===== config.mk =====
export PLATFORM = sky130hd
export DESIGN_NAME = fit_strategy_heap_allocator
export DESIGN_NICKNAME = d
export VERILOG_FILES = /design/src/rtl/fsha_pkg.sv /design/src/rtl/fsha_ram.sv /design/src/rtl/fsha_ctrl.sv /design/src/rtl/fsha_dp.sv /design/src/rtl/fit_strategy_heap_allocator.sv
export SDC_FILE = /design/constraint.sdc
export NUM_CORES = 2
export LEC_CHECK = 0
export BUFFER_PORTS_ARGS = -buffer_cell sky130_fd_sc_hd__buf_4
export CORE_ASPECT_RATIO = 1.25
export CORE_MARGIN = 2
export CORE_UTILIZATION = 63
export CTS_CLUSTER_DIAMETER = 60
export DETAILED_ROUTE_END_ITERATION = 12
export PLACE_DENSITY = 0.89
export SYNTH_ARGS = -nofsm -noshare
export SYNTH_HDL_FRONTEND = slang
export SYNTH_HIERARCHICAL = 1
export SYNTH_SLANG_ARGS = --single-unit

===== constraint.sdc =====
create_clock -name clk -period 9.32 [get_ports clk]
set_clock_uncertainty 0.05 [all_clocks]
set_input_delay 1.864 -clock clk [delete_from_list [all_inputs] [get_ports clk]]
set_output_delay 1.864 -clock clk [all_outputs]
set_load 0.05 [all_outputs]

===== src/rtl/fsha_pkg.sv =====
package fsha_pkg;

  localparam int HEAP_UNITS    = 4096;
  localparam int MAX_BLOCKS    = 64;
  localparam int HEADER_UNITS  = 2;
  localparam int GRANULE_ROUND = 15;

  localparam int ADDR_W  = $clog2(MAX_BLOCKS);
  localparam int CNT_W   = ADDR_W + 1;
  localparam int SIZE_W  = $clog2(HEAP_UNITS) + 1;
  localparam int ENT_W   = SIZE_W + 1;
  localparam int BADDR_W = SIZE_W + 5;

  localparam logic       CMD_ALLOC = 1'b0;
  localparam logic       CMD_FREE  = 1'b1;

  localparam logic [1:0] FIT_BEST  = 2'd0;
  localparam logic [1:0] FIT_NEXT  = 2'd1;
  localparam logic [1:0] FIT_FIRST = 2'd2;
  localparam logic [1:0] FIT_WORST = 2'd3;

  localparam logic [1:0] ST_DONE  = 2'd0;
  localparam logic [1:0] ST_NOFIT = 2'd1;
  localparam logic [1:0] ST_NULL  = 2'd2;
  localparam logic [1:0] ST_UNK   = 2'd3;

  typedef struct packed {
    logic        cmd;
    logic [15:0] req_bytes;
    logic [15:0] free_addr;
  } in_item_t;

  typedef struct packed {
    logic [15:0] data_addr;
    logic [1:0]  status;
  } out_item_t;

  typedef enum logic [3:0] {
    OP_NOP       = 4'd0,
    OP_START     = 4'd1,
    OP_SCAN      = 4'd2,
    OP_SEL       = 4'd3,
    OP_SHD_SET   = 4'd4,
    OP_SHIFT     = 4'd5,
    OP_WSPLIT    = 4'd6,
    OP_WPICK     = 4'd7,
    OP_WFREE     = 4'd8,
    OP_MSET      = 4'd9,
    OP_RES_NOFIT = 4'd10,
    OP_RES_UNK   = 4'd11,
    OP_PUSH      = 4'd12
  } dp_op_t;

  typedef struct packed {
    logic in_free;
    logic in_null;
    logic scan_done;
    logic found;
    logic split;
    logic hit;
    logic merge;
    logic sh_done;
    logic out_free;
  } dp_stat_t;

endpackage


===== src/rtl/fsha_ram.sv =====
module fsha_ram #(
  parameter int WIDTH = 8,
  parameter int DEPTH = 64
) (
  input  logic                     clk,
  input  logic                     we,
  input  logic [$clog2(DEPTH)-1:0] waddr,
  input  logic [WIDTH-1:0]         wdata,
  input  logic                     re,
  input  logic [$clog2(DEPTH)-1:0] raddr,
  output logic [WIDTH-1:0]         rdata
);

  logic [WIDTH-1:0] mem [DEPTH];

  always_ff @(posedge clk) begin
    if (we) begin
      mem[waddr] <= wdata;
    end
    if (re) begin
      rdata <= mem[raddr];
    end
  end

endmodule


===== src/rtl/fsha_ctrl.sv =====
module fsha_ctrl (
  input  logic              clk,
  input  logic              rst_n,
  input  logic              in_valid,
  output logic              in_ready,
  input  fsha_pkg::dp_stat_t st,
  output fsha_pkg::dp_op_t   op
);

  typedef enum logic [10:0] {
    S_IDLE   = 11'b000_0000_0001,
    S_ASCAN  = 11'b000_0000_0010,
    S_ASEL   = 11'b000_0000_0100,
    S_SHDSET = 11'b000_0000_1000,
    S_SHD    = 11'b000_0001_0000,
    S_WSPLIT = 11'b000_0010_0000,
    S_WPICK  = 11'b000_0100_0000,
    S_FSCAN  = 11'b000_1000_0000,
    S_FDEC   = 11'b001_0000_0000,
    S_SHU    = 11'b010_0000_0000,
    S_RESP   = 11'b100_0000_0000
  } state_t;

  state_t state_r, state_nxt;

  always_ff @(posedge clk) begin
    if (!rst_n) begin
      state_r <= S_IDLE;
    end else begin
      state_r <= state_nxt;
    end
  end

  always_comb begin
    state_nxt = state_r;
    op        = fsha_pkg::OP_NOP;
    in_ready  = 1'b0;
    unique case (state_r)
      S_IDLE: begin
        in_ready = 1'b1;
        if (in_valid) begin
          op = fsha_pkg::OP_START;
          if (!st.in_free) begin
            state_nxt = S_ASCAN;
          end else if (st.in_null) begin
            state_nxt = S_RESP;
          end else begin
            state_nxt = S_FSCAN;
          end
        end
      end
      S_ASCAN: begin
        op = fsha_pkg::OP_SCAN;
        if (st.scan_done) state_nxt = S_ASEL;
      end
      S_ASEL: begin
        if (!st.found) begin
          op        = fsha_pkg::OP_RES_NOFIT;
          state_nxt = S_RESP;
        end else begin
          op        = fsha_pkg::OP_SEL;
          state_nxt = st.split ? S_SHDSET : S_WPICK;
        end
      end
      S_SHDSET: begin
        op        = fsha_pkg::OP_SHD_SET;
        state_nxt = S_SHD;
      end
      S_SHD: begin
        op = fsha_pkg::OP_SHIFT;
        if (st.sh_done) state_nxt = S_WSPLIT;
      end
      S_WSPLIT: begin
        op        = fsha_pkg::OP_WSPLIT;
        state_nxt = S_WPICK;
      end
      S_WPICK: begin
        op        = fsha_pkg::OP_WPICK;
        state_nxt = S_RESP;
      end
      S_FSCAN: begin
        op = fsha_pkg::OP_SCAN;
        if (st.scan_done) state_nxt = S_FDEC;
      end
      S_FDEC: begin
        if (!st.hit) begin
          op        = fsha_pkg::OP_RES_UNK;
          state_nxt = S_RESP;
        end else if (st.merge) begin
          op        = fsha_pkg::OP_MSET;
          state_nxt = S_SHU;
        end else begin
          op        = fsha_pkg::OP_WFREE;
          state_nxt = S_RESP;
        end
      end
      S_SHU: begin
        op = fsha_pkg::OP_SHIFT;
        if (st.sh_done) state_nxt = S_RESP;
      end
      S_RESP: begin
        if (st.out_free) begin
          op        = fsha_pkg::OP_PUSH;
          state_nxt = S_IDLE;
        end
      end
      default: state_nxt = S_IDLE;
    endcase
  end

endmodule


===== src/rtl/fsha_dp.sv =====
module fsha_dp (
  input  logic                 clk,
  input  logic                 rst_n,
  input  fsha_pkg::in_item_t   in_item,
  input  logic                 cfg_we,
  input  logic [1:0]           cfg_wdata,
  input  fsha_pkg::dp_op_t     op,
  output fsha_pkg::dp_stat_t   st,
  output logic                 out_valid,
  input  logic                 out_ready,
  output fsha_pkg::out_item_t  out_item
);

  localparam int AW = fsha_pkg::ADDR_W;
  localparam int CW = fsha_pkg::CNT_W;
  localparam int SW = fsha_pkg::SIZE_W;
  localparam int EW = fsha_pkg::ENT_W;
  localparam int BW = fsha_pkg::BADDR_W;
  localparam logic [SW-1:0] HDR = SW'(fsha_pkg::HEADER_UNITS);
  localparam logic [EW-1:0] ENT_RST =
    {1'b1, SW'(fsha_pkg::HEAP_UNITS - fsha_pkg::HEADER_UNITS)};

  logic [1:0]    strat_r;
  logic [CW-1:0] count_r;
  logic [AW-1:0] rover_r;
  logic          wrote0_r;
  logic          cmd_r;
  logic [SW-1:0] need_r;
  logic [15:0]   fa_r;
  logic [CW-1:0] idx_r;
  logic          rd_vld_r, rd_sh_r, rd_dflt_r;
  logic [AW-1:0] rd_idx_r;
  logic [SW-1:0] pre_r;
  logic          mfound_r, hfound_r;
  logic [AW-1:0] mpick_r, hpick_r, pick_r;
  logic [SW-1:0] msz_r, hsz_r, psz_r, moff_r, hoff_r, poff_r;
  logic          split_r;
  logic [BW-1:0] baddr_r;
  logic          hit_r, rok_r;
  logic [AW-1:0] hk_r;
  logic [EW-1:0] cur_r, prv_r, prev_r, nxt_r;
  logic          sh_go_r, sh_dn_r;
  logic [CW-1:0] lim_r;
  logic [1:0]    shr_r;
  logic          out_valid_r;
  fsha_pkg::out_item_t out_item_r, res_r;

  logic          re, we;
  logic [AW-1:0] waddr;
  logic [EW-1:0] wdata, ram_q, ent;
  logic [SW-1:0] e_sz;
  logic          e_fr, fits;
  logic [CW-1:0] nf_start;
  logic          sel_hi;
  logic [AW-1:0] sel_pick;
  logic [SW-1:0] sel_sz, sel_off;
  logic          left, right;
  logic [SW-1:0] new_sz;
  logic [CW-1:0] pick_inc;

  fsha_ram #(.WIDTH(EW), .DEPTH(fsha_pkg::MAX_BLOCKS)) u_ram (
    .clk  (clk),
    .we   (we),
    .waddr(waddr),
    .wdata(wdata),
    .re   (re),
    .raddr(idx_r[AW-1:0]),
    .rdata(ram_q)
  );

  assign ent  = rd_dflt_r ? ENT_RST : ram_q;
  assign e_sz = ent[SW-1:0];
  assign e_fr = ent[EW-1];
  assign fits = e_fr && (e_sz >= need_r);
  assign nf_start = ({1'b0, rover_r} < count_r) ? {1'b0, rover_r} : '0;

  assign sel_hi   = (strat_r == fsha_pkg::FIT_NEXT) && hfound_r;
  assign sel_pick = sel_hi ? hpick_r : mpick_r;
  assign sel_sz   = sel_hi ? hsz_r : msz_r;
  assign sel_off  = sel_hi ? hoff_r : moff_r;

  assign left   = prv_r[EW-1];
  assign right  = rok_r && nxt_r[EW-1];
  assign new_sz = cur_r[SW-1:0] + (left ? prv_r[SW-1:0] + HDR : '0)
                + (right ? nxt_r[SW-1:0] + HDR : '0);
  assign pick_inc = {1'b0, pick_r} + CW'(1);

  assign re = ((op == fsha_pkg::OP_SCAN) && (idx_r < count_r))
           || ((op == fsha_pkg::OP_SHIFT) && sh_go_r);

  always_comb begin
    we    = 1'b0;
    waddr = pick_r;
    wdata = ent;
    if (rd_vld_r && rd_sh_r) begin
      we    = 1'b1;
      waddr = sh_dn_r ? rd_idx_r + AW'(1) : rd_idx_r - AW'(shr_r);
    end else begin
      case (op)
        fsha_pkg::OP_WSPLIT: begin
          we    = 1'b1;
          waddr = pick_inc[AW-1:0];
          wdata = {1'b1, psz_r - need_r - HDR};
        end
        fsha_pkg::OP_WPICK: begin
          we    = 1'b1;
          wdata = {1'b0, split_r ? need_r : psz_r};
        end
        fsha_pkg::OP_WFREE: begin
          we    = 1'b1;
          waddr = hk_r;
          wdata = {1'b1, cur_r[SW-1:0]};
        end
        fsha_pkg::OP_MSET: begin
          we    = 1'b1;
          waddr = hk_r - AW'(left);
          wdata = {1'b1, new_sz};
        end
        default: we = 1'b0;
      endcase
    end
  end

  always_comb begin
    st.in_free   = (in_item.cmd == fsha_pkg::CMD_FREE);
    st.in_null   = (in_item.free_addr == 16'd0);
    st.scan_done = (idx_r == count_r) && !rd_vld_r;
    st.found     = mfound_r;
    st.split     = ({1'b0, sel_sz} > {1'b0, need_r} + {1'b0, HDR})
                && (count_r < CW'(fsha_pkg::MAX_BLOCKS));
    st.hit       = hit_r;
    st.merge     = ((strat_r == fsha_pkg::FIT_BEST) || (strat_r == fsha_pkg::FIT_FIRST))
                && (left || right);
    st.sh_done   = !sh_go_r && !rd_vld_r;
    st.out_free  = !out_valid_r || out_ready;
  end

  // control state
  always_ff @(posedge clk) begin
    if (!rst_n) begin
      strat_r     <= fsha_pkg::FIT_BEST;
      count_r     <= CW'(1);
      rover_r     <= '0;
      wrote0_r    <= 1'b0;
      rd_vld_r    <= 1'b0;
      sh_go_r     <= 1'b0;
      out_valid_r <= 1'b0;
    end else begin
      if (cfg_we) strat_r <= cfg_wdata;
      if (we && (waddr == '0)) wrote0_r <= 1'b1;
      rd_vld_r <= re;
      if (op == fsha_pkg::OP_PUSH) begin
        out_valid_r <= 1'b1;
      end else if (out_ready) begin
        out_valid_r <= 1'b0;
      end
      case (op)
        fsha_pkg::OP_SHD_SET: sh_go_r <= count_r > pick_inc;
        fsha_pkg::OP_MSET: begin
          sh_go_r <= ({1'b0, hk_r} + CW'(1) + CW'(right)) < count_r;
          count_r <= count_r - CW'(left) - CW'(right);
        end
        fsha_pkg::OP_SHIFT: if (sh_go_r && (idx_r == lim_r)) sh_go_r <= 1'b0;
        fsha_pkg::OP_WSPLIT: count_r <= count_r + CW'(1);
        fsha_pkg::OP_WPICK: begin
          if (strat_r == fsha_pkg::FIT_NEXT) begin
            rover_r <= (pick_inc >= count_r) ? '0 : pick_inc[AW-1:0];
          end
        end
        default: ;
      endcase
    end
  end

  // payload
  always_ff @(posedge clk) begin
    if (re) begin
      rd_idx_r  <= idx_r[AW-1:0];
      rd_sh_r   <= (op == fsha_pkg::OP_SHIFT);
      rd_dflt_r <= (idx_r == '0) && !wrote0_r;
    end
    if (op == fsha_pkg::OP_PUSH) out_item_r <= res_r;

    case (op)
      fsha_pkg::OP_START: begin
        cmd_r    <= in_item.cmd;
        need_r   <= SW'((17'(in_item.req_bytes) + 17'(fsha_pkg::GRANULE_ROUND)) >> 4);
        fa_r     <= in_item.free_addr;
        idx_r    <= '0;
        pre_r    <= '0;
        mfound_r <= 1'b0;
        hfound_r <= 1'b0;
        baddr_r  <= BW'(fsha_pkg::HEADER_UNITS * 16);
        hit_r    <= 1'b0;
        rok_r    <= 1'b0;
        prev_r   <= '0;
        res_r.data_addr <= 16'd0;
        res_r.status    <= ((in_item.cmd == fsha_pkg::CMD_FREE) && (in_item.free_addr == 16'd0))
                           ? fsha_pkg::ST_NULL : fsha_pkg::ST_DONE;
      end
      fsha_pkg::OP_SCAN: if (re) idx_r <= idx_r + CW'(1);
      fsha_pkg::OP_SEL: begin
        pick_r  <= sel_pick;
        psz_r   <= sel_sz;
        poff_r  <= sel_off;
        split_r <= st.split;
      end
      fsha_pkg::OP_SHD_SET: begin
        idx_r   <= count_r - CW'(1);
        lim_r   <= pick_inc;
        sh_dn_r <= 1'b1;
      end
      fsha_pkg::OP_MSET: begin
        idx_r   <= {1'b0, hk_r} + CW'(1) + CW'(right);
        lim_r   <= count_r - CW'(1);
        sh_dn_r <= 1'b0;
        shr_r   <= 2'(left) + 2'(right);
      end
      fsha_pkg::OP_SHIFT: begin
        if (sh_go_r && (idx_r != lim_r)) idx_r <= sh_dn_r ? idx_r - CW'(1) : idx_r + CW'(1);
      end
      fsha_pkg::OP_WPICK: begin
        res_r.data_addr <= 16'((17'(poff_r) + 17'(HDR)) << 4);
      end
      fsha_pkg::OP_RES_NOFIT: res_r.status <= fsha_pkg::ST_NOFIT;
      fsha_pkg::OP_RES_UNK:   res_r.status <= fsha_pkg::ST_UNK;
      default: ;
    endcase

    // consume one scanned entry
    if (rd_vld_r && !rd_sh_r) begin
      if (cmd_r == fsha_pkg::CMD_ALLOC) begin
        pre_r <= pre_r + HDR + e_sz;
        if (fits && (!mfound_r
            || ((strat_r == fsha_pkg::FIT_BEST) && (e_sz < msz_r))
            || ((strat_r == fsha_pkg::FIT_WORST) && (e_sz > msz_r)))) begin
          mfound_r <= 1'b1;
          mpick_r  <= rd_idx_r;
          msz_r    <= e_sz;
          moff_r   <= pre_r;
        end
        if (fits && !hfound_r && ({1'b0, rd_idx_r} >= nf_start)) begin
          hfound_r <= 1'b1;
          hpick_r  <= rd_idx_r;
          hsz_r    <= e_sz;
          hoff_r   <= pre_r;
        end
      end else begin
        baddr_r <= baddr_r + (BW'(e_sz + HDR) << 4);
        prev_r  <= ent;
        if (!hit_r && (baddr_r == BW'(fa_r))) begin
          hit_r <= 1'b1;
          hk_r  <= rd_idx_r;
          cur_r <= ent;
          prv_r <= prev_r;
        end
        if (hit_r && (rd_idx_r == hk_r + AW'(1))) begin
          rok_r <= 1'b1;
          nxt_r <= ent;
        end
      end
    end
  end

  assign out_valid = out_valid_r;
  assign out_item  = out_item_r;

endmodule


===== src/rtl/fit_strategy_heap_allocator.sv =====
// Channel | Direction | Handshake            | Payload
// in      | input     | in_valid / in_ready   | in_item  (cmd, req_bytes, free_addr)
// out     | output    | out_valid / out_ready | out_item (data_addr, status)
// cfg     | input     | cfg_we                | cfg_wdata (fit strategy)
//
// One item at a time; count = blocks in the table (at most 64), the length of the scan.
// Allocate: scan every entry, select a block, and on a split shift the entries behind it up.
// Free: scan every entry to find the block; a merge shifts the entries behind the merged
// ones down. A null free skips the scan.
// Reset (rst_n low, synchronous) restores one free block covering the heap.
// A stalled result holds in the output register; a next item is taken but waits to be pushed.
module fit_strategy_heap_allocator (
  input  logic                clk,
  input  logic                rst_n,
  input  logic                in_valid,
  output logic                in_ready,
  input  fsha_pkg::in_item_t  in_item,
  output logic                out_valid,
  input  logic                out_ready,
  output fsha_pkg::out_item_t out_item,
  input  logic                cfg_we,
  input  logic [1:0]          cfg_wdata
);

  fsha_pkg::dp_op_t   op;
  fsha_pkg::dp_stat_t st;

  fsha_ctrl u_ctrl (
    .clk     (clk),
    .rst_n   (rst_n),
    .in_valid(in_valid),
    .in_ready(in_ready),
    .st      (st),
    .op      (op)
  );

  fsha_dp u_dp (
    .clk      (clk),
    .rst_n    (rst_n),
    .in_item  (in_item),
    .cfg_we   (cfg_we),
    .cfg_wdata(cfg_wdata),
    .op       (op),
    .st       (st),
    .out_valid(out_valid),
    .out_ready(out_ready),
    .out_item (out_item)
  );

endmodule


## Word level (Yosys, flattened, before mapping)

Memory sizes are Yosys's and may differ from the RTL's. A register that Yosys moved wholly into a read port is not among the register bits.
Index checks and enable logic that the tools add are counted.

- Flip-flop bits (word level): 311
- Latch bits: 0
- RAM bits: 896
- ROM bits: 0
- Bits of input ports: 40
- Output and inout bits: 20
- Logic and storage cells: 259
- Memories kept: 1

Memories:

| name | depth | width | rd ports | clocked after Yosys merged registers in | wr ports | line | RTL |
|---|---|---|---|---|---|---|---|
| u_dp.u_ram.mem | 64 | 14 | 1 | 1 | 1 | fsha_ram.sv:14 | `logic [WIDTH-1:0] mem [DEPTH];` |

- $add $sub $neg: 27
- Multiply operators: 0
- Div/mod/pow operators: 0
- Order comparisons: 11
- Eq/ne operators: 40
- Shifts and indexed selects: 0
- Mux-type cells: 77
- Bitwise gates (word level): 1
- Reductions and logical operators: 59

Operator list:

| kind | count |
|---|---|
| $mux W11 | 11 |
| $pmux W11 S11 | 1 |
| $mux W13 | 7 |
| $mux W14 | 5 |
| $pmux W14 S4 | 1 |
| $mux W18 | 3 |
| $add A13 B13 Y13 | 3 |
| $add A13 B2 Y13 const B | 3 |
| $pmux W4 S9 | 1 |
| $pmux W7 S5 | 1 |
| $pmux W16 S2 | 1 |
| $mux W6 | 5 |
| $add A13 B2 Y14 const B | 2 |
| $mux W7 | 4 |
| $pmux W7 S2 | 2 |
| $mux W1 | 26 |
| $logic_and A1 B1 Y1 | 23 |
| $eq A4 B4 Y1 const B | 5 |
| $add A18 B18 Y18 | 1 |
| $eq A18 B16 Y1 | 1 |
| $pmux W6 S3 | 1 |
| $add A16 B4 Y17 const B | 1 |
| $eq A4 B3 Y1 const B | 4 |
| $logic_not A16 Y1 | 1 |
| 62 further kinds | 102 |

## Logic depth before layout (Yosys ltp)

- Depth in word-level cells: 12
- Gate-level depth with buffers: 17

## Modules after synthesis

Netlist, hierarchy kept.

Modules (own cells, without submodules):

| module | times used | cells an instance | area each (µm²) | sequential area each (µm²) |
|---|---|---|---|---|
| fsha_ram | 1 | 1570 | 35013.6 | 27326.2 |
| fsha_dp | 1 | 1700 | 17719.5 | 8107.8 |
| fsha_ctrl | 1 | 92 | 782.0 | 220.2 |

## Least setup slack after synthesis

No wires, ideal clock.

- Path type: input -> register
- Start: in out_ready
- End: mem u_dp/u_ram/mem[0][12] (netlist name), data pin
- Arrival: 6.583 ns
- Data required time: 8.568 ns
- Setup slack: 1.986 ns
- Cell stages on the path: 13
- Cells stage by stage: nor2b_1 > inv_1 > nand2_1 > mux2_2 > o32ai_1 > buf_1 > nand4bb_1 > buf_2 > inv_1 > clkbuf_1 > clkbuf_1 > o21ai_0 > o21ai_0

RTL lines:

| element | line | RTL |
|---|---|---|
| start, declared | fit_strategy_heap_allocator.sv:19 | `input logic out_ready,` |
| end, declared | fsha_ram.sv:14 |  |

## Worst setup path in the final report

- Start: reg u_ctrl.state_r[0]
- End: mem u_dp/u_ram/mem[23][6] (netlist name), enable pin

- Longest elaborated chain between the ends: 9
- Elaborated cells between the ends (all ways): 25

RTL lines:

| element | line | RTL |
|---|---|---|
| start, declared | fsha_ctrl.sv:24 | `state_t state_r, state_nxt;` |
| start signal, assigned | fsha_ctrl.sv:30 | `state_r <= state_nxt;` |
| $eq A11 B5 Y1, or another cell as far along | fsha_ctrl.sv:38 | `unique case (state_r)` |
| $reduce_or A2 Y1 (no line) | n/a |  |
| $pmux W4 S9 (*) | fsha_ctrl.sv:38 |  |
| net op[2] | fit_strategy_heap_allocator.sv:25 | `fsha_pkg::dp_op_t op;` |
| $eq A4 B4 Y1 / $eq A4 B3 Y1 (equally long branches) | fsha_dp.sv:99 | `case (op)` |
| $reduce_or A4 Y1 (no line) (*) | n/a |  |
| $mux W1 (*) | fsha_dp.sv:99 |  |
| $mux W1 (*) | fsha_dp.sv:95 | `if (rd_vld_r && rd_sh_r) begin` |
| net u_dp.we | fsha_dp.sv:48 | `logic re, we;` |
| $mux W1 (*) | fsha_ram.sv:17 | `if (we) begin` |
| $mux W1 (not written as such) (*) | fsha_ram.sv:18 | `mem[waddr] <= wdata;` |

Mark *: on every way through the listed nets, which the timed path passes. The rest lies on a longest branch.

==> qor.csv <==
metric;value;unit
Post-CTS Resized;0;
cts hold-fix bufs;0;
final hold slack;0.369;ns
fin nets;3674;
Critical Path Fanout Max;19;
Num Clock Sinks;1212;
Longest Clk Path Bufs;3;
post-synth top area share;0.639;
crit start category;flip-flop;
final setup fails;0;
post-layout power;0.0144;W
outcome;finished clean;
CP Cell Sequence;nor4_4 > nand3b_2 > or4_1 > and3_1 > o41ai_2 > buf_4 > nor2b_1 > nand3_1 > nand3_1 > nand4_1 > nor2_1;
Crit Path Class;flip-flop to flip-flop;
placer congestion estimate;0.993;
hpwl dp;87.2;mm
Post-Synthesis Cell Area;53500;µm²
Top FF cell, synth;edfxtp_1;
Cell Rows;119;
path category of the worst min-delay check;flip-flop to flip-flop;
Post-CTS Setup Bufs;0;
post-route minimum period;6.74;ns
CTS tree;yes;
post-route non-filler standard cell count;4636;
Synth top cells by count;edfxtp_1, mux4_2, nor2_1;
Synth Area per Inst;15.9;µm²
via count;32269;
H-tree Lvls;3;
Mapped Cells;3362;
chip width;265;µm
Worst path top cell family by delay;simple AND/OR/NAND/NOR gates;
unrepaired setup endpoints after global routing;false;
Tcrit/Tclk final;0.724;
sequential cell area fraction in the yosys report;0.666;
fmax;148;MHz
Yosys top cell by area;edfxtp_1;
pwr dens;244;nW/µm²
Crit path depth;11;
Pre-antenna DRT Iters;10;
Reg2Reg Depth;11;
Initial Util;0.635;
pin count of the biggest net entering global routing;143;
DRC viols;0;
Hold Fails Final Rpt;0;
die height;330;µm
CORE AREA;84300;µm²
setup TNS;0;ns
Slew @ Worst Pin;1.44;ns
most used cell, CP;nand3_1;
final WL;146;mm
post-DR vias/cell;6.96;
GRT Total Usage;0.337;
CP max stage delay;1.33;ns
Rel. slew slack;0.0331;
Hold Path Stages;0;
Netlist cell types;85;
Detail Route Antenna Nets;0;
post-synthesis register bit count;1212;
Clock Tree Root;clkbuf_16;
EDFF count, synth;1138;
CTS Buf Count;111;
first-pass GRT wire length;213;mm
per-cell routed wire length;31.4;µm
vias in the first global route;32466;
initial antenna violation count;1;
gr ovfl total;0;
worst path bufs/invs;1;
Crit-path slowest cell;nor2_1;
Cells after DPL;4428;
Clk pin slew, worst setup/hold paths;0.06;ns
crit path DAT;7.02;ns
CP required;9.60;ns
io pins;60;
insertion delay to the later sink of the worst-skew pair;0.78;ns
Synth async-reset ratio;0;
crit end category;flip-flop;
synth top area cells;edfxtp_1, mux4_2, ha_1;
YS warnings;6;
IO buf count;55;
MaxCap Viol Count;0;
leakage;19.8;nW
layout cells sized above 1;0.172;
DRT iter0 DRCs;4921;
Slew Viols, Final;0;
Worst VDD drop;301;µV
top-count cell post-synth;edfxtp_1;
Layout area overhead;10.3;%
post-route cell area;59000;µm²
die area;87300;µm²
Placed Area;55300;µm²
-- cell families after synthesis --
family | after synthesis | share of synthesized area
flops | 1212 | 0.666
simple gates | 710 | 0.0653
compound gates | 506 | 0.0621
mux | 311 | 0.112
buf+inv | 288 | 0.0247
fa+ha+maj | 182 | 0.0451
xor+xnor | 152 | 0.0249
other cells | 1 | 0.0000701
-- path summary, 6_finish.rpt --
kind                      endpoint              start  slack, ns
max          u_dp/u_ram/mem[23][6]  u_ctrl/state_r[0]       2.58
min              u_dp/out_item[10]     u_dp/res_r[10]       0.37
max reg2reg  u_dp/u_ram/mem[23][6]  u_ctrl/state_r[0]       2.58
min reg2reg      u_dp/out_item[10]     u_dp/res_r[10]       0.37
-- flip-flops by register name (all words and copies together), names as in the netlist, 14 cells and up --
name / cells
u_dp/u_ram/mem: 896
u_dp/baddr_r: 18
u_dp/fa_r: 16
u_dp/nxt_r: 14
u_dp/out_item: 14
u_dp/prev_r: 14
u_dp/prv_r: 14
u_dp/res_r: 14
u_dp/u_ram/rdata: 14
-- per-layer routing --
layer  GRT usage  wire, µm  vias up
met5     0.00270        13        -
met4       0.241     12400        2
met3      0.0690     14900      613
met2       0.570     72000     2416
met1       0.386     46400    15925
li1            -         -    13313
-- metrics by stage --
stage | setup slack (ns) | util
after detailed placement | 2.37 | 0.656
after floorplan | 1.99 | -
after CTS | 2.89 | 0.700
after global placement | 2.60 | 0.656
after global routing | 2.34 | 0.700
final | 2.58 | 0.700
-- layout by cell type, fill, tap and decap left out, types with 29 or more instances in the layout --
master     Yosys  layout
nor2_1       208     205
xnor2_1       87      87
xor2_1        65      65
nor3_1        35      29
nand3_1       54      54
a211oi_1      38      38
mux2i_1       35      35
inv_1        138     138
buf_4         22     120
nand2_1      178     178
nand4_1       30      30
ha_1         164     164
nor2b_1       41      41
a21o_1        35      35
nand2b_1      34      34
a21oi_1      103      96
and3_1        32      32
mux2_2        52      52
mux4_2       224     224
o21ai_0      126     124
clkbuf_16      0     111
dfxtp_1       74      74
edfxtp_1    1138    1138
-- cell type report --
class / count / area, µm²
multi-input combinational: 1865 / 16800
clock inverter: 76 / 848
antenna: 1 / 2.50
inverter: 139 / 522
sequential: 1212 / 35700
fill: 4980 / 25300
tap: 1089 / 1360
clock buffer: 131 / 2860
timing repair buffer: 123 / 961
-- power by group --
group | internal [W] | switching, W | total (W)
Combinational | 0.00127 | 0.00219 | 0.00347
Clock | 0.00254 | 0.00213 | 0.00466
Sequential | 0.00614 | 0.000102 | 0.00625
Total | 0.00995 | 0.00442 | 0.0144
-- worst reg2reg max path: cells and delay by family, from the launching register on --
family / cells / cell delay, ns
flops: 1 / 0.38
simple gates: 9 / 5.62
compound gates: 1 / 0.06
buf+inv: 1 / 0.25
Power figures use the tool's default switching activity.
